--- config.mk ---
export PLATFORM = sky130hd
export DESIGN_NAME = vmab_divider
export DESIGN_NICKNAME = d
export VERILOG_FILES = /design/src/rtl/core/vmab_pkg.sv /design/src/rtl/core/vmab_divider.sv
export SDC_FILE = /design/constraint.sdc
export NUM_CORES = 2
export LEC_CHECK = 0
export ABC_CLOCK_PERIOD_IN_PS = 7100
export BUFFER_PORTS_ARGS = -buffer_cell sky130_fd_sc_hd__buf_2
export CAP_MARGIN = 20
export CORE_MARGIN = 2
export CORE_UTILIZATION = 45
export CTS_BUF_LIST = sky130_fd_sc_hd__clkbuf_2
export DETAILED_ROUTE_END_ITERATION = 10
export PLACE_DENSITY = 0.63
export SLEW_MARGIN = 20
export SYNTH_ARGS = -nofsm -noshare
export SYNTH_HDL_FRONTEND = slang
export SYNTH_SLANG_ARGS = --single-unit
--- constraint.sdc ---
create_clock -name clk -period 7.1 [get_ports clk]
set_input_delay 0.71 -clock clk [delete_from_list [all_inputs] [get_ports clk]]
set_output_delay 0.71 -clock clk [all_outputs]
set_load 0.02 [all_outputs]
--- src/rtl/core/vmab_pkg.sv ---
`timescale 1ns / 1ps
// ----------------------------------------------------------------------------
// VM integer ALU and branch unit package
// Shared widths, operation codes and pipeline record types.
// ----------------------------------------------------------------------------
package vmab_pkg;

    localparam int unsigned XLEN      = 32;
    localparam int unsigned KIND_BITS = 5;

    typedef logic [XLEN-1:0]      word_t;
    typedef logic [KIND_BITS-1:0] kind_t;

    typedef enum logic [KIND_BITS-1:0] {
        OP_ADD  = 5'd0,  OP_SUB  = 5'd1,  OP_MUL  = 5'd2,  OP_DIV  = 5'd3,
        OP_MOD  = 5'd4,  OP_NEG  = 5'd5,  OP_AND  = 5'd6,  OP_OR   = 5'd7,
        OP_XOR  = 5'd8,  OP_NOT  = 5'd9,  OP_SHL  = 5'd10, OP_USHR = 5'd11,
        OP_SSHR = 5'd12, OP_SEXS = 5'd13, OP_SEXB = 5'd14, OP_JUMP = 5'd15,
        OP_JZ   = 5'd16, OP_JNZ  = 5'd17, OP_JEQ  = 5'd18, OP_JNE  = 5'd19,
        OP_JLT  = 5'd20, OP_JGT  = 5'd21, OP_JLE  = 5'd22, OP_JGE  = 5'd23,
        OP_JLTU = 5'd24, OP_JGTU = 5'd25, OP_JLEU = 5'd26, OP_JGEU = 5'd27
    } op_t;

    // Everything an operation carries alongside the divider.
    typedef struct packed {
        word_t plain_res;
        logic  is_div;
        logic  is_mod;
        logic  div_zero;
        logic  quo_neg;
        logic  rem_neg;
        logic  taken;
        logic  is_ret;
        word_t target;
    } side_t;

endpackage

--- src/rtl/core/vmab_divider.sv ---
`timescale 1ns / 1ps
// ----------------------------------------------------------------------------
// Pipelined unsigned divider
// Restoring division, one quotient bit per register stage.
// ----------------------------------------------------------------------------
module vmab_divider (
    input  logic           clk,
    input  logic           en,
    input  vmab_pkg::word_t dividend,
    input  vmab_pkg::word_t divisor,
    output vmab_pkg::word_t quotient,
    output vmab_pkg::word_t remainder
);
    import vmab_pkg::*;

    word_t rem_reg [XLEN];
    word_t quo_reg [XLEN];
    word_t dvs_reg [XLEN];
    word_t rem_next [XLEN];
    word_t quo_next [XLEN];

    always_comb
    begin
        for (int k = 0; k < XLEN; k++)
        begin
            logic [XLEN:0] rem_sh;
            logic          ge;
            word_t         r_in;
            word_t         q_in;
            word_t         d_in;
            r_in = (k == 0) ? '0 : rem_reg[(k == 0) ? 0 : k - 1];
            q_in = (k == 0) ? dividend : quo_reg[(k == 0) ? 0 : k - 1];
            d_in = (k == 0) ? divisor : dvs_reg[(k == 0) ? 0 : k - 1];
            rem_sh = {r_in, q_in[XLEN-1]};
            ge = (rem_sh >= {1'b0, d_in});
            rem_next[k] = ge ? rem_sh[XLEN-1:0] - d_in : rem_sh[XLEN-1:0];
            quo_next[k] = {q_in[XLEN-2:0], ge};
        end
    end

    always_ff @(posedge clk)
    begin
        if (en)
        begin
            for (int k = 0; k < XLEN; k++)
            begin
                rem_reg[k] <= rem_next[k];
                quo_reg[k] <= quo_next[k];
                dvs_reg[k] <= (k == 0) ? divisor : dvs_reg[(k == 0) ? 0 : k - 1];
            end
        end
    end

    assign quotient  = quo_reg[XLEN-1];
    assign remainder = rem_reg[XLEN-1];
endmodule

==> impl_metrics.toml <==
[cts]
clkSinkCount = 3040
ctsHoldBuffers = 207
cts_tree = "done"
clk_pin_slew_ns = 0.10
clock_latency_ns = 2.17
post-cts-setup-buffers = 0
cts_max_level = 6
cts_buffers = 789
cts-root-buf = "clkbuf_2"
ctsResizeCount = 0
cts_buffer_depth = 4

[drt]
viasPerCell = 5.34
wirelength_um = 351000
routedWlPerCell_um = 18.7
drc = 0
ant_nets = 0
drtPass1Iterations = 6
vias = 100000
drt_iter0_drc = 7490

[sta]
worst_pin_slew_ns = 0.997
setup_tns_ns = 0
rsz0062_at_grt = "no"
setup_viol = 0
period_minus_slack_ns = 4.83
post-route-period-util_pct = 68.1
finalClockSkew_ns = 0.156
maxSlewViolCount = 0
relSlewSlack_pct = 33.5
setup_ws_ns = 2.27
hold_violations = 0
fmax_mhz = 207

[grt]
grt_usage_pct = 19.5
grt_max_degree = 189
grt_pass1_wl_um = 543000
antenna_found_initial = 11
overflow = 0
grt_pass1_vias = 97600

[synth]
ys_warn_count = 0
synthArstFlopShare_pct = 0
netlist_area_mm2 = 0.156
synth_edf_count = 3040
synth_fp_nets = 13900
synth_seq_cells = 3040
synth_cell_types = 94
synth_cells = 12800
synth-main-ff-cell = "edfxtp_1"
syn_area_per_cell_um2 = 12.2
yosysSeqAreaShare_pct = 58.5

[critical_path]
critPathKind = "flip-flop to flip-flop"
end_kind = "flip-flop"
start_kind = "flip-flop"
crit_start = "dvs_reg[1][65]$_DFFE_PP_"
cp.required_ns = 8.95
rrSetupSlack_ns = 2.27
arrival_ns = 6.68
r2r_cells = 14
reg2reg_from = "dvs_reg[1][65]$_DFFE_PP_"
path_max_fanout = 24
r2r-end = "rem_reg[0][247]$_DFFE_PP_"

[floorplan]
rows = 216
num_io_pins = 130
die_w_um = 593
die_h_um = 593
start_util_pct = 45.1
coreArea_mm2 = 0.346
dieArea_mm2 = 0.351

[pwr]
p_leak_nw = 69.2
p_per_area_mw_per_mm2 = 434
vdd_drop_max_mv = 0.248

[placement]
post-place-ws_ns = 2.30
port_buffers = 129
gp_congestion = 0.910
dp_hpwl_um = 252000

[layout]
drive_gt1_share_pct = 13.2
fillers = 31100
syn_to_final_growth_pct = 9.44
nNetsFinal = 14700
multiInputGateArea_mm2 = 0.0585
regArea_mm2 = 0.0913

[hold_path]
min_from = "quo_reg[0][202]$_DFFE_PP_"
hold_path_class = "flip-flop to flip-flop"
min_to = "quo_reg[0][235]$_DFFE_PP_"
holdPathStages = 0

[job]
max-cap-violations = 0

[outcome]
outcome = "completed"
[critical path: stages (launching register included)]
cell       delay (ns)
edfxtp_1         0.46
inv_1            0.07
ha_1             0.29
nor2b_1          0.15
o31a_1           0.28
o221a_2          0.30
o22ai_1          0.38
o41ai_1          0.24
a221oi_2         0.36
o21ai_1          0.18
nor2_1           0.13
nor2_1           0.07
a2111oi_4        0.78
buf_4            0.49
mux2_2           0.38
[logic make-up after synthesis]
logic type | count (synthesis) | share of synthesized area, %
AO/OA/AOI/OAI | 3263 | 13.0
flip-flops | 3040 | 58.5
AND/OR/NAND/NOR | 2502 | 7.56
buffers and inverters | 1648 | 4.16
adder cells (fa/ha/maj) | 1025 | 8.37
XOR/XNOR | 854 | 4.79
multiplexers | 502 | 3.59
[cells in the mapped netlist (62+ instances only)]
master / count / area share [%]
a211oi_1: 62 / 0.30
a21o_1: 505 / 2.4
a21oi_1: 1018 / 3.3
a31oi_1: 103 / 0.41
and3_1: 62 / 0.25
buf_4: 67 / 0.32
clkbuf_1: 284 / 0.68
edfxtp_1: 3040 / 59
ha_1: 994 / 8.0
inv_1: 1252 / 3.0
mux2_2: 415 / 3.0
nand2_1: 821 / 2.0
nand2b_1: 132 / 0.53
nand3_1: 203 / 0.65
nand4_1: 198 / 0.79
nor2_1: 625 / 1.5
nor2b_1: 135 / 0.54
nor3_1: 113 / 0.36
o21a_1: 139 / 0.67
o21ai_0: 828 / 2.7
o21bai_1: 122 / 0.59
xnor2_1: 477 / 2.7
xor2_1: 377 / 2.1
[through the flow]
| stage | hold WS, ns | total power [W] | instances | utilization (%) | area, um2 |
|---|---|---|---|---|---|
| 2_1_floorplan | 0.400 | 0.0535 | 12800 | - | 156000 |
| 3_3_place_gp | 0.400 | 0.0621 | 17200 | 46.7 | 162000 |
| 3_5_place_dp | 0.405 | 0.0623 | 17200 | 46.8 | 162000 |
| 4_1_cts | 0.0108 | 0.0747 | 18800 | 49.4 | 171000 |
| 5_1_grt | 0.183 | 0.0799 | 18800 | 49.4 | 171000 |
| 6_report | 0.332 | 0.0742 | 18800 | 49.4 | 171000 |
[where the power goes]
part           switching [W]  internal, W  total (W)
Combinational         0.0191       0.0147     0.0338
Sequential           0.00275       0.0258     0.0286
Clock                0.00724      0.00456     0.0118
Total                 0.0291       0.0451     0.0742
[layer usage]
| metal | up-vias | part of all wire, % | GRT usage (%) |
|---|---|---|---|
| met5 | - | 0.015 | 0 |
| met4 | 8 | 2.7 | 6.35 |
| met3 | 641 | 4.9 | 3.18 |
| met2 | 2449 | 49 | 33.8 |
| met1 | 47800 | 43 | 25.0 |
| li1 | 49400 | - | - |
[worst max-delay path by stage]
stage          cells past startpoint  slack, ns                         to
2_1_floorplan                     14       3.38  rem_reg[1][217]$_DFFE_PP_
3_3_place_gp                      14       2.35  rem_reg[0][239]$_DFFE_PP_
3_5_place_dp                      14       2.30  rem_reg[0][254]$_DFFE_PP_
4_1_cts                           12       2.25   rem_reg[1][27]$_DFFE_PP_
5_1_grt                           14       1.88    rem_reg[1][8]$_DFFE_PP_
6_report                          14       2.27  rem_reg[0][247]$_DFFE_PP_
[layout by cell type (no fill, tap or decap), types with 128 or more instances in the layout]
master / n
nand4_1: 198
clkinv_1: 159
xnor2_1: 477
inv_1: 1252
nand2_1: 820
ha_1: 994
a21o_1: 505
xor2_1: 377
clkbuf_2: 1085
nor2_1: 625
nand3_1: 203
o21a_1: 139
nand2b_1: 132
buf_2: 128
a21oi_1: 1013
nor2b_1: 135
dlygate4sd3_1: 206
edfxtp_1: 3040
mux2_2: 415
o21ai_0: 828
[cell type report]
type | instances | area share (%)
clock inverters | 252 | 0.849
repair buffers | 403 | 2.10
multi-input cells | 8146 | 34.3
clock buffers | 1085 | 3.18
inverters | 1254 | 2.76
diodes | 16 | 0.0234
flip-flops and latches | 3040 | 53.5
well taps | 4578 | 3.35
(Power assumes the default switching activity.)
